<file path="config.mk">
export PLATFORM = sky130hd
export DESIGN_NAME = vertex_rotate_translate_to_screen
export DESIGN_NICKNAME = d
export VERILOG_FILES = /design/src/rtl/vrts_pkg.sv /design/src/rtl/vertex_rotate_translate_to_screen.sv /design/src/rtl/vrts_cfg.sv /design/src/rtl/vrts_datapath.sv
export SDC_FILE = /design/constraint.sdc
export NUM_CORES = 2
export LEC_CHECK = 0
export BUFFER_PORTS_ARGS = -buffer_cell sky130_fd_sc_hd__buf_2
export CAP_MARGIN = 10
export CORE_AREA = 4 4 332 334
export CTS_BUF_LIST = sky130_fd_sc_hd__clkbuf_8
export DETAILED_ROUTE_END_ITERATION = 10
export DIE_AREA = 0 0 336 338
export GPL_TIMING_DRIVEN = 0
export PLACE_DENSITY = 0.72
export SETUP_SLACK_MARGIN = 0.2
export SKIP_CTS_REPAIR_TIMING = 1
export SLEW_MARGIN = 20
export SYNTH_ARGS = -nofsm -noshare
export SYNTH_HDL_FRONTEND = slang
export SYNTH_SLANG_ARGS = --single-unit
</file>
<file path="constraint.sdc">
create_clock -name clk -period 16.19 [get_ports clk]
set_input_delay 3.238 -clock clk [delete_from_list [all_inputs] [get_ports clk]]
set_output_delay 3.238 -clock clk [all_outputs]
set_load 0.05 [all_outputs]
</file>
<file path="src/rtl/vrts_pkg.sv">
// Package for the vertex rotate, translate and screen-map block.
// Holds field widths, register indexes, the configuration struct and the sine table.
// No dependencies; every other file of the block imports it.
package vrts_pkg;

    localparam int VERT_W         = 16;
    localparam int OUT_W          = 18;
    localparam int ANGLE_W        = 9;
    localparam int SCREEN_W       = 12;
    localparam int ORIGIN_W       = SCREEN_W - 1;
    localparam int OFFSET_W       = 16;
    localparam int CFG_ADDR_W     = 3;
    localparam int CFG_DATA_W     = 16;
    localparam int S_TDATA_W      = 32;
    localparam int M_TDATA_W      = 40;

    // Sine and cosine are signed fixed point with this many fraction bits.
    localparam int TRIG_FRAC_BITS = 16;
    localparam int TBL_W          = TRIG_FRAC_BITS + 1;
    localparam int TRIG_W         = TRIG_FRAC_BITS + 2;
    localparam int PROD_W         = VERT_W + TRIG_W;
    localparam int SUM_W          = PROD_W + 1;
    localparam int ROT_W          = SUM_W - TRIG_FRAC_BITS;
    localparam int ACC_W          = ROT_W + 2;

    // Table build works in unsigned Q2.30.
    localparam int TBL_Q          = 30;
    localparam int TBL_SH         = TBL_Q - TRIG_FRAC_BITS;
    localparam int TBL_DEPTH      = 91;
    localparam int TBL_IDX_W      = 7;

    localparam logic [ANGLE_W-1:0] DEG_90  = ANGLE_W'(90);
    localparam logic [ANGLE_W-1:0] DEG_180 = ANGLE_W'(180);
    localparam logic [ANGLE_W-1:0] DEG_270 = ANGLE_W'(270);
    localparam logic [ANGLE_W-1:0] DEG_360 = ANGLE_W'(360);

    localparam logic [SCREEN_W-1:0] SCREEN_RESET = SCREEN_W'(800);

    typedef enum logic [CFG_ADDR_W-1:0] {
        REG_ANGLE    = 3'd0,
        REG_OFFSET_X = 3'd1,
        REG_OFFSET_Y = 3'd2,
        REG_SCREEN_W = 3'd3,
        REG_SCREEN_H = 3'd4
    } reg_idx_t;

    // Settings the datapath sees, with sine and cosine already looked up.
    typedef struct packed {
        logic signed [TRIG_W-1:0]   sin_val;
        logic signed [TRIG_W-1:0]   cos_val;
        logic signed [OFFSET_W-1:0] offset_x;
        logic signed [OFFSET_W-1:0] offset_y;
        logic [ORIGIN_W-1:0]        origin_x;
        logic [ORIGIN_W-1:0]        origin_y;
    } cfg_t;

    typedef logic [TBL_W-1:0] sin_tbl_t [0:TBL_DEPTH-1];

    // Sine of 0..90 degrees by a Taylor series in unsigned Q2.30, rounded
    // to the trig fraction width. Evaluated once at elaboration. Term k is
    // divided by (2k)(2k+1).
    function automatic sin_tbl_t build_sin_tbl();
        sin_tbl_t          tbl;
        longint unsigned   r;
        longint unsigned   r2;
        longint unsigned   term;
        longint unsigned   sum;
        longint unsigned   prod;
        for (int d = 0; d < TBL_DEPTH; d++)
        begin
            r    = (longint'(d) * 64'd31415926) << TBL_Q;
            r    = (r + 64'd900000000) / 64'd1800000000;
            r2   = (r * r) >> TBL_Q;
            term = r;
            sum  = r;
            for (int k = 1; k < 20; k++)
            begin
                // Once the term reaches zero it stays zero.
                prod = (term * r2) >> TBL_Q;
                unique case (k)
                    1:       term = prod / 64'd6;
                    2:       term = prod / 64'd20;
                    3:       term = prod / 64'd42;
                    4:       term = prod / 64'd72;
                    5:       term = prod / 64'd110;
                    6:       term = prod / 64'd156;
                    7:       term = prod / 64'd210;
                    8:       term = prod / 64'd272;
                    9:       term = prod / 64'd342;
                    10:      term = prod / 64'd420;
                    11:      term = prod / 64'd506;
                    12:      term = prod / 64'd600;
                    13:      term = prod / 64'd702;
                    14:      term = prod / 64'd812;
                    15:      term = prod / 64'd930;
                    16:      term = prod / 64'd1056;
                    17:      term = prod / 64'd1190;
                    18:      term = prod / 64'd1332;
                    19:      term = prod / 64'd1482;
                    default: term = '0;
                endcase
                if (k % 2 == 1)
                    sum = sum - term;
                else
                    sum = sum + term;
            end
            sum    = (sum + (64'd1 << (TBL_SH - 1))) >> TBL_SH;
            tbl[d] = sum[TBL_W-1:0];
        end
        return tbl;
    endfunction

    localparam sin_tbl_t SIN_TBL = build_sin_tbl();

    // Reduce an angle of 0..511 degrees to 0..359.
    function automatic logic [ANGLE_W-1:0] wrap_angle(input logic [ANGLE_W-1:0] a);
        logic [ANGLE_W-1:0] w;
        w = (a >= DEG_360) ? a - DEG_360 : a;
        return w;
    endfunction

    // Sine of 0..359 degrees by quadrant symmetry on the table.
    function automatic logic signed [TRIG_W-1:0] sin_deg(input logic [ANGLE_W-1:0] a);
        logic [ANGLE_W-1:0]   m;
        logic [TBL_IDX_W-1:0] idx;
        logic                 neg;
        logic [TRIG_W-1:0]    mag;
        priority if (a < DEG_90)
        begin
            m   = a;
            neg = 1'b0;
        end
        else if (a < DEG_180)
        begin
            m   = DEG_180 - a;
            neg = 1'b0;
        end
        else if (a < DEG_270)
        begin
            m   = a - DEG_180;
            neg = 1'b1;
        end
        else
        begin
            m   = DEG_360 - a;
            neg = 1'b1;
        end
        idx = m[TBL_IDX_W-1:0];
        mag = TRIG_W'(SIN_TBL[idx]);
        return neg ? signed'(-mag) : signed'(mag);
    endfunction

    // Cosine as the sine of the angle plus a quarter turn.
    function automatic logic signed [TRIG_W-1:0] cos_deg(input logic [ANGLE_W-1:0] a);
        logic [ANGLE_W-1:0] c;
        c = (a >= DEG_270) ? a - DEG_270 : a + DEG_90;
        return sin_deg(c);
    endfunction

endpackage

</file>
<file path="src/rtl/vertex_rotate_translate_to_screen.sv">
// Top level of the vertex rotate, translate and screen-map block.
// Instantiates vrts_cfg and vrts_datapath; depends on vrts_pkg.
//
// Each request on the slave stream is one model-space vertex. The block rotates it
// counterclockwise by the configured whole-degree angle, truncating toward zero,
// adds the configured offsets and maps it to screen pixels with y pointing down
// (origin at half the screen width and height, rounded down). Every vertex gives
// exactly one screen point, wrapped to 18 bits with no saturation. The block takes
// one vertex per clock cycle while the output is not stalled. An accepted vertex
// sits in the vertex input register until the result register can move; its screen
// point is then loaded into the result register and m_tvalid rises, and the point is
// held there until taken. The four 16 by 18 multiplies, the sums and the offset
// adds lie between the two registers. s_tready is high while the input register is
// empty or the result register is empty or being taken, so one more vertex is still
// accepted into the empty input register while a finished point waits. Sine and
// cosine come from a 91-entry quarter-wave constant table in unsigned Q1.16, looked up
// once when the angle register is written, so a rotation can differ by one
// from exact arithmetic. Angles of 360 and above wrap modulo 360, and writes to
// register indexes above 4 are ignored. Configuration is meant to change only
// while no vertex is in flight; cfg_ready is always high.
module vertex_rotate_translate_to_screen
    import vrts_pkg::*;
(
    input  logic                  clk,
    input  logic                  rst_n,
    // Configuration write channel.
    input  logic                  cfg_valid,
    output logic                  cfg_ready,
    input  logic [CFG_ADDR_W-1:0] cfg_addr,
    input  logic [CFG_DATA_W-1:0] cfg_data,
    // Vertex stream in.
    input  logic                  s_tvalid,
    output logic                  s_tready,
    input  logic [S_TDATA_W-1:0]  s_tdata,   // [15:0] vertex_x, [31:16] vertex_y
    // Screen point stream out.
    output logic                  m_tvalid,
    input  logic                  m_tready,
    output logic [M_TDATA_W-1:0]  m_tdata    // [17:0] screen_x, [35:18] screen_y, rest zero
);

    cfg_t                     cfg;
    logic signed [OUT_W-1:0]  screen_x;
    logic signed [OUT_W-1:0]  screen_y;

    assign cfg_ready = 1'b1;

    vrts_cfg u_cfg
    (
        .clk     (clk),
        .rst_n   (rst_n),
        .wr_en   (cfg_valid && cfg_ready),
        .wr_addr (cfg_addr),
        .wr_data (cfg_data),
        .cfg     (cfg)
    );

    vrts_datapath u_datapath
    (
        .clk       (clk),
        .rst_n     (rst_n),
        .cfg       (cfg),
        .in_valid  (s_tvalid),
        .in_ready  (s_tready),
        .vertex_x  (signed'(s_tdata[VERT_W-1:0])),
        .vertex_y  (signed'(s_tdata[2*VERT_W-1:VERT_W])),
        .out_valid (m_tvalid),
        .out_ready (m_tready),
        .screen_x  (screen_x),
        .screen_y  (screen_y)
    );

    // Pack the two results from the lowest bit up, padded with zeros.
    assign m_tdata = {{(M_TDATA_W - 2*OUT_W){1'b0}}, screen_y, screen_x};

endmodule

</file>
<file path="src/rtl/vrts_cfg.sv">
// Configuration registers of the vertex transform block.
// Looks up sine and cosine when the angle is written; depends on vrts_pkg.
module vrts_cfg
    import vrts_pkg::*;
(
    input  logic                  clk,
    input  logic                  rst_n,
    input  logic                  wr_en,
    input  logic [CFG_ADDR_W-1:0] wr_addr,
    input  logic [CFG_DATA_W-1:0] wr_data,
    output cfg_t                  cfg
);

    logic signed [TRIG_W-1:0]   sin_reg,      sin_next;
    logic signed [TRIG_W-1:0]   cos_reg,      cos_next;
    logic signed [OFFSET_W-1:0] offset_x_reg, offset_x_next;
    logic signed [OFFSET_W-1:0] offset_y_reg, offset_y_next;
    logic [SCREEN_W-1:0]        width_reg,    width_next;
    logic [SCREEN_W-1:0]        height_reg,   height_next;
    logic [ANGLE_W-1:0]         angle;

    assign angle = wrap_angle(wr_data[ANGLE_W-1:0]);

    always_comb
    begin
        sin_next      = sin_reg;
        cos_next      = cos_reg;
        offset_x_next = offset_x_reg;
        offset_y_next = offset_y_reg;
        width_next    = width_reg;
        height_next   = height_reg;
        if (wr_en)
        begin
            unique case (reg_idx_t'(wr_addr))
                REG_ANGLE:
                begin
                    sin_next = sin_deg(angle);
                    cos_next = cos_deg(angle);
                end
                REG_OFFSET_X: offset_x_next = signed'(wr_data[OFFSET_W-1:0]);
                REG_OFFSET_Y: offset_y_next = signed'(wr_data[OFFSET_W-1:0]);
                REG_SCREEN_W: width_next    = wr_data[SCREEN_W-1:0];
                REG_SCREEN_H: height_next   = wr_data[SCREEN_W-1:0];
                default:
                begin
                    // Writes to unused indexes are dropped.
                    sin_next = sin_reg;
                end
            endcase
        end
    end

    always_ff @(posedge clk or negedge rst_n)
    begin
        if (!rst_n)
        begin
            sin_reg      <= sin_deg('0);
            cos_reg      <= cos_deg('0);
            offset_x_reg <= '0;
            offset_y_reg <= '0;
            width_reg    <= SCREEN_RESET;
            height_reg   <= SCREEN_RESET;
        end
        else
        begin
            sin_reg      <= sin_next;
            cos_reg      <= cos_next;
            offset_x_reg <= offset_x_next;
            offset_y_reg <= offset_y_next;
            width_reg    <= width_next;
            height_reg   <= height_next;
        end
    end

    always_comb
    begin
        cfg.sin_val  = sin_reg;
        cfg.cos_val  = cos_reg;
        cfg.offset_x = offset_x_reg;
        cfg.offset_y = offset_y_reg;
        cfg.origin_x = width_reg[SCREEN_W-1:1];
        cfg.origin_y = height_reg[SCREEN_W-1:1];
    end

endmodule

</file>
<file path="src/rtl/vrts_datapath.sv">
// Two-register datapath: vertex input register, rotate/translate logic, result register.
// Depends on vrts_pkg for widths and the cfg_t struct.
module vrts_datapath
    import vrts_pkg::*;
(
    input  logic                     clk,
    input  logic                     rst_n,
    input  cfg_t                     cfg,
    input  logic                     in_valid,
    output logic                     in_ready,
    input  logic signed [VERT_W-1:0] vertex_x,
    input  logic signed [VERT_W-1:0] vertex_y,
    output logic                     out_valid,
    input  logic                     out_ready,
    output logic signed [OUT_W-1:0]  screen_x,
    output logic signed [OUT_W-1:0]  screen_y
);

    localparam logic [SUM_W-1:0] TRUNC_BIAS = SUM_W'((64'd1 << TRIG_FRAC_BITS) - 64'd1);

    logic                     vld_in_reg,  vld_in_next;
    logic                     vld_out_reg, vld_out_next;
    logic signed [VERT_W-1:0] x_reg, y_reg;
    logic signed [OUT_W-1:0]  sx_reg, sy_reg;
    logic                     adv;
    logic                     load_in;

    logic signed [PROD_W-1:0] p_xc, p_ys, p_xs, p_yc;
    logic signed [SUM_W-1:0]  sum_x, sum_y;
    logic [SUM_W-1:0]         tr_x, tr_y;
    logic signed [ROT_W-1:0]  rx, ry;
    logic [ACC_W-1:0]         acc_x, acc_y;

    // The result register moves whenever it is empty or being drained.
    assign adv      = !vld_out_reg || out_ready;
    assign in_ready = adv || !vld_in_reg;
    assign load_in  = in_valid && in_ready;

    always_comb
    begin
        vld_in_next  = vld_in_reg;
        vld_out_next = vld_out_reg;
        if (adv)
            vld_out_next = vld_in_reg;
        if (in_ready)
            vld_in_next = in_valid;
    end

    always_ff @(posedge clk or negedge rst_n)
    begin
        if (!rst_n)
        begin
            vld_in_reg  <= 1'b0;
            vld_out_reg <= 1'b0;
        end
        else
        begin
            vld_in_reg  <= vld_in_next;
            vld_out_reg <= vld_out_next;
        end
    end

    // Rotation products, then truncation of the sums toward zero.
    always_comb
    begin
        p_xc  = x_reg * cfg.cos_val;
        p_ys  = y_reg * cfg.sin_val;
        p_xs  = x_reg * cfg.sin_val;
        p_yc  = y_reg * cfg.cos_val;
        sum_x = SUM_W'(p_xc) - SUM_W'(p_ys);
        sum_y = SUM_W'(p_xs) + SUM_W'(p_yc);
        tr_x  = sum_x + (sum_x[SUM_W-1] ? TRUNC_BIAS : '0);
        tr_y  = sum_y + (sum_y[SUM_W-1] ? TRUNC_BIAS : '0);
        rx    = signed'(tr_x[SUM_W-1:TRIG_FRAC_BITS]);
        ry    = signed'(tr_y[SUM_W-1:TRIG_FRAC_BITS]);
        acc_x = ACC_W'(cfg.origin_x) + ACC_W'(rx) + ACC_W'(cfg.offset_x);
        acc_y = ACC_W'(cfg.origin_y) - (ACC_W'(ry) + ACC_W'(cfg.offset_y));
    end

    always_ff @(posedge clk)
    begin
        if (load_in)
        begin
            x_reg <= vertex_x;
            y_reg <= vertex_y;
        end
        if (adv && vld_in_reg)
        begin
            sx_reg <= signed'(acc_x[OUT_W-1:0]);
            sy_reg <= signed'(acc_y[OUT_W-1:0]);
        end
    end

    assign out_valid = vld_out_reg;
    assign screen_x  = sx_reg;
    assign screen_y  = sy_reg;

endmodule

</file>
Word level (Yosys, flattened, before mapping)
Memories as Yosys holds them, arrays and structs flattened. Cells that the tools add are included.

Equal/unequal tests: 4. Reduce and logical (&&, ||, !) cells: 12. Muxes and demuxes: 28. Multiply operators: 4. Bitwise operators: 2. $add $sub $neg: 19. Magnitude comparators: 10.

Operators by type and width (count): $mul 16x18->34 (4); $mux 7 (10); $add 34x34->34 (2); $mux 17 (4); $mux 18 (2); $neg 17->18 (2); $add 34x34->35 (1); $sub 34x34->35 (1); $mux 16 (2); $add 12x18->18 (1); $add 18x16->18 (1); $add 18x18->18 (1); $ge 9x9->1 const B (2); $lt 9x7->1 const B (2); $lt 9x8->1 const B (2); $lt 9x9->1 const B (2); $mux 9 (2); $sub 11x18->18 (1); $sub 9x9->9 const B (2); $ge 8x8->1 const B (2); $not 7->8 (2); $sub 6x7->7 const A (2); $sub 7x6->7 const B (2); $sub 7x7->7 const A (2); 10 further kinds (25).

ROM bits: 4352. Word-level logic and storage cells: 93. Register bits after elaboration: 162. Output and inout port bits: 43. Memories: 2.

Memory list: (name not given) (depth 128, bits a word 17, rd ports 1, clocked after Yosys merged registers in 0, write ports 0, RTL line vrts_pkg.sv:149) `mag = TRIG_W'(SIN_TBL[idx]);`; (name not given) (depth 128, bits a word 17, rd ports 1, clocked after Yosys merged registers in 0, write ports 0, RTL line vrts_pkg.sv:149).

Depth between registers and ports, before layout
Depth after elaboration: 16. Mapped depth: 64. Gate-level depth less buffers: 62.

Modules after synthesis
A second synthesis with hierarchy kept.

Cells, all modules: 6659. Area total of the unflattened synthesis: 60267.8 µm².

Modules (own cells, without submodules): vrts_datapath (cells an instance 5331, area each 49936.6 µm², sequential area each 2092.0 µm², times used 1); vrts_cfg (cells an instance 1321, area each 10286.1 µm², sequential area each 2260.9 µm², times used 1); vertex_rotate_translate_to_screen (cells an instance 7, area each 45.0 µm², sequential area each 0.0 µm², times used 1).

Worst setup path after synthesis
OpenSTA, ideal clock, no wires.

Path type: register -> register. Start point: reg u_cfg.sin_reg[17]. End point: reg u_datapath.sx_reg[17] (netlist: u_datapath.screen_x[17]) (data pin). Data required time: 15.922 ns. Cell stages (with the launch flop): 58. Clock period less this slack: 14.689 ns. Setup time: 0.268 ns. Arrival time: 14.421 ns. Slack: 1.501 ns. Buffers on the path: 3. Cell sequence: dfrtp_1 clkbuf_1 clkbuf_1 nand2_1 inv_1 fa_1 fa_1 inv_1 fa_1 inv_1 fa_1 inv_1 fa_1 fa_1 inv_1 fa_1 fa_1 inv_1 (+22 left out) nor2b_1 o21ai_0 a21boi_0 o21ai_0 a21boi_0 o21ai_0 a21boi_0 o21ai_0 a21boi_0 o21ai_0 nand2_1 a21oi_1 nor2_1 o21ai_0 nand2b_1 a21oi_1 xnor2_1 xnor3_1.

Word-level cells in the longest chain between the ends: 6.

Ends and longest elaborated chain: start, declared (RTL line vrts_cfg.sv:14) `logic signed [TRIG_W-1:0] sin_reg, sin_next;`; start signal, assigned (RTL line vrts_cfg.sv:57) `sin_reg <= sin_deg('0);`; start signal, assigned (RTL line vrts_cfg.sv:66) `sin_reg <= sin_next;`; $mul 16x18->34 (*) (RTL line vrts_datapath.sv:67) `p_ys = y_reg * cfg.sin_val;`; $sub 34x34->35 (*) (RTL line vrts_datapath.sv:70) `sum_x = SUM_W'(p_xc) - SUM_W'(p_ys);`; $mux 16 (RTL line vrts_datapath.sv:72) `tr_x = sum_x + (sum_x[SUM_W-1] ? TRUNC_BIAS : '0);`; $add 34x34->34 (*) (RTL line vrts_datapath.sv:72); $add 12x18->18 (*) (RTL line vrts_datapath.sv:76) `acc_x = ACC_W'(cfg.origin_x) + ACC_W'(rx) + ACC_W'(cfg.offset_x);`; $add 18x18->18 (*) (RTL line vrts_datapath.sv:76); named net u_datapath.acc_x[17] (RTL line vrts_datapath.sv:32) `logic [ACC_W-1:0] acc_x, acc_y;`; end signal, assigned (RTL line vrts_datapath.sv:89) `sx_reg <= signed'(acc_x[OUT_W-1:0]);`; end, declared (RTL line vrts_datapath.sv:24) `logic signed [OUT_W-1:0] sx_reg, sy_reg;`.

The timed path passes the listed nets; every way through them passes the cells marked *. A chain may end at the register's enable or synchronous reset.

Worst setup path in the final report
Start point: reg u_cfg.sin_reg[1]. End point: reg u_datapath.sx_reg[17] (netlist: u_datapath.screen_x[17]) (data pin).

The elaborated chain is that of the path after synthesis.

==> reports/qor.txt <==
antenna violations before repair = 33
buffer and inverter count on the worst path = 7
worst reg2reg path endpoint = u_datapath.screen_x[17]$_DFFE_PP_
critical path class = flip-flop to flip-flop
largest net degree at the start of global routing = 57
clock sink count = 160
Avg Cell Area, Syn = 9.019 um2
Data required, critical path = 16.49 ns
vias in the first global route = 51254
Hold Fails Final Rpt = 0
buffers added on ports = 91
Worst Hold Class = flip-flop to flip-flop
CP peak stage delay = 0.83 ns
Reg-to-Reg Start = u_cfg.sin_reg[1]$_DFFE_PN0P_
Core Region = 106900 um2
htree depth = 4
minimum clock period = 15.78 ns
Critical Path AT = 16.08 ns
Ys Warns = 0
Max Root-Sink Buffers = 2
total grt overflow = 0
clk_skew = 0.04439 ns
std cell rows = 120
Yosys reg bits = 160
status = finished, final reports clean
fin area = 63590 um2
Area after DPL = 62200 um2
synth cell count leaders = 1491 x inv_1, 1316 x fa_1, 796 x nand2_1
Avg WL per Cell = 29.18 um
die height = 338 um
CTS Buf Count = 17
num ports = 99
number of nets in the layout = 8585
Post-DRT Antenna Nets = 0
critical-path cell with the highest stage delay = dfrtp_1
unrepaired setup endpoints after global routing = yes
top cells by area, synth = fa_1 44%, inv_1 9.4%, ha_1 8.9%
Worst slew margin = 0.09634
initial core utilization = 0.5591
Via Count = 50160
layout cell share with drive strength beyond 1 = 0.08175
Die Span X = 336 um
DR DRC count = 0
fmax = 0.06336 GHz
CTS tree = done
Detail Placement HPWL = 192.6 mm
Clock transition at path regs = 0.11 ns
routed wire length = 240.6 mm
Yosys cell types = 119
Reg2Reg Depth = 60
most used flip-flop cell after synthesis = dfrtp_1
setup TNS = 0 ns
# fillers = 9480
Worst setup EP type = flip-flop
drt initial violations = 5632
post-synthesis sequential area ratio = 0.07283
Final Max Slew Viols = 0
most common cell in the netlist = inv_1
fin crit share = 0.9748
vias per cell = 6.081
Critical Path End = u_datapath.screen_x[17]$_DFFE_PP_
Post-Syn Instances = 6627
Finish-stage setup viols = 0
crit-path max FO = 12
hold path depth = 1
first-pass GRT wire length = 348.1 mm
Slew @ Worst Pin = 1.355 ns
share of the synthesized area in the top cell type = 0.4408
EDFF count, synth = 68
Crit path max-delay family = adder cells
nature of the critical path startpoint = flip-flop
Layout area overhead = 6.389%
Hold Worst Slack = 0.4909 ns
final RePlAce weighted congestion = 1.074
max-cap viol count = 0
Reg2Reg Setup Slack = 0.41 ns
ys async rst share = 0.5750
clk_lat worst skew = 0.60 ns
overall routing resource usage = 0.4324
Critical path origin = u_cfg.sin_reg[1]$_DFFE_PN0P_
area leader, netlist = fa_1
full die area = 113600 um2
Post-Syn Area = 59770 um2
Crit path depth = 60
CTS root buf = clkbuf_8
Pre-antenna DRT Iters = 6
[worst min-delay path by stage]
stage                                            startpoint                          endpoint  slack (ns)
final                     u_datapath.vld_in_reg$_DFFE_PN0N_  u_datapath.out_valid$_DFFE_PN0P_        0.49
after floorplan           u_datapath.vld_in_reg$_DFFE_PN0N_  u_datapath.out_valid$_DFFE_PN0P_        0.45
after detailed placement  u_datapath.vld_in_reg$_DFFE_PN0N_  u_datapath.out_valid$_DFFE_PN0P_        0.48
after global placement    u_datapath.vld_in_reg$_DFFE_PN0N_  u_datapath.out_valid$_DFFE_PN0P_        0.45
after global routing         u_cfg.width_reg[8]$_DFFE_PN1P_    u_cfg.width_reg[8]$_DFFE_PN1P_        0.53
after CTS                 u_datapath.vld_in_reg$_DFFE_PN0N_  u_datapath.out_valid$_DFFE_PN0P_        0.49
[routing by layer]
layer,vias up,GRT usage,wire length (um)
met5,-,0,23
met4,4,0.2764,19290
met3,796,0.1674,32100
met2,3353,0.6101,99620
met1,25425,0.5580,89620
li1,20582,-,-
[worst reg2reg max path: cells and delay by family, from the launching register on]
family,cells,cell delay (ns)
AND/OR/NAND/NOR,10,1.58
flip-flops,1,0.83
adder cells (fa/ha/maj),13,5.42
multiplexers,1,0.27
AO/OA/AOI/OAI,26,4.98
XOR/XNOR,3,0.84
buffers and inverters,7,1.57
[kinds of logic after synthesis]
group | count (synthesis) | share of synthesized area
AO/OA/AOI/OAI | 781 | 0.08964
XOR/XNOR | 202 | 0.03038
adder cells (fa/ha/maj) | 1745 | 0.5304
buffers and inverters | 1871 | 0.1202
flip-flops | 160 | 0.07283
multiplexers | 48 | 0.009002
other | 2 | 0.0001257
AND/OR/NAND/NOR | 1818 | 0.1473
[per-stage QoR]
stage,setup WS (ns),std cells,util
final,0.4078,8248,0.5948
after global routing,-0.1096,8210,0.5939
after CTS,-2.835,8165,0.5856
after detailed placement,-2.789,8133,0.5818
after global placement,-5.265,8124,0.5799
after floorplan,1.501,6630,-
[cells in the final DEF (no fill, tap or decap), types with 35 or more instances in the layout]
cell type	n
inv_1	1490
fa_1	1315
nand2_1	794
and2_1	498
ha_1	425
nor2_1	216
o21ai_0	174
a21oi_1	155
buf_2	143
xnor2_1	139
clkbuf_1	132
clkbuf_2	91
buf_4	69
edfxtp_1	68
nor3_1	65
nand3_1	63
dfrtp_1	63
a21o_1	60
xor2_1	55
diode_2	44
nand2b_1	43
mux2_2	38
a211oi_1	36
clkbuf_4	35
[cell type report]
| class | instances | area (um2) | area share |
|---|---|---|---|
| clock inverters | 15 | 173.9 | 0.002735 |
| repair buffers | 138 | 943.4 | 0.01484 |
| repair inverters | 1 | 5.005 | 0.00007871 |
| diodes | 44 | 110.1 | 0.001732 |
| plain buffers | 370 | 1939 | 0.03050 |
| inverters | 1501 | 5642 | 0.08872 |
| well taps | 1403 | 1755 | 0.02761 |
| flip-flops and latches | 160 | 4385 | 0.06897 |
| multi-input cells | 4599 | 48400 | 0.7611 |
| clock buffers | 17 | 234.0 | 0.003680 |
Power is left out: the tool's default activity adds up to more than one toggle a clock period on the data nets, which glitch-free logic cannot reach.
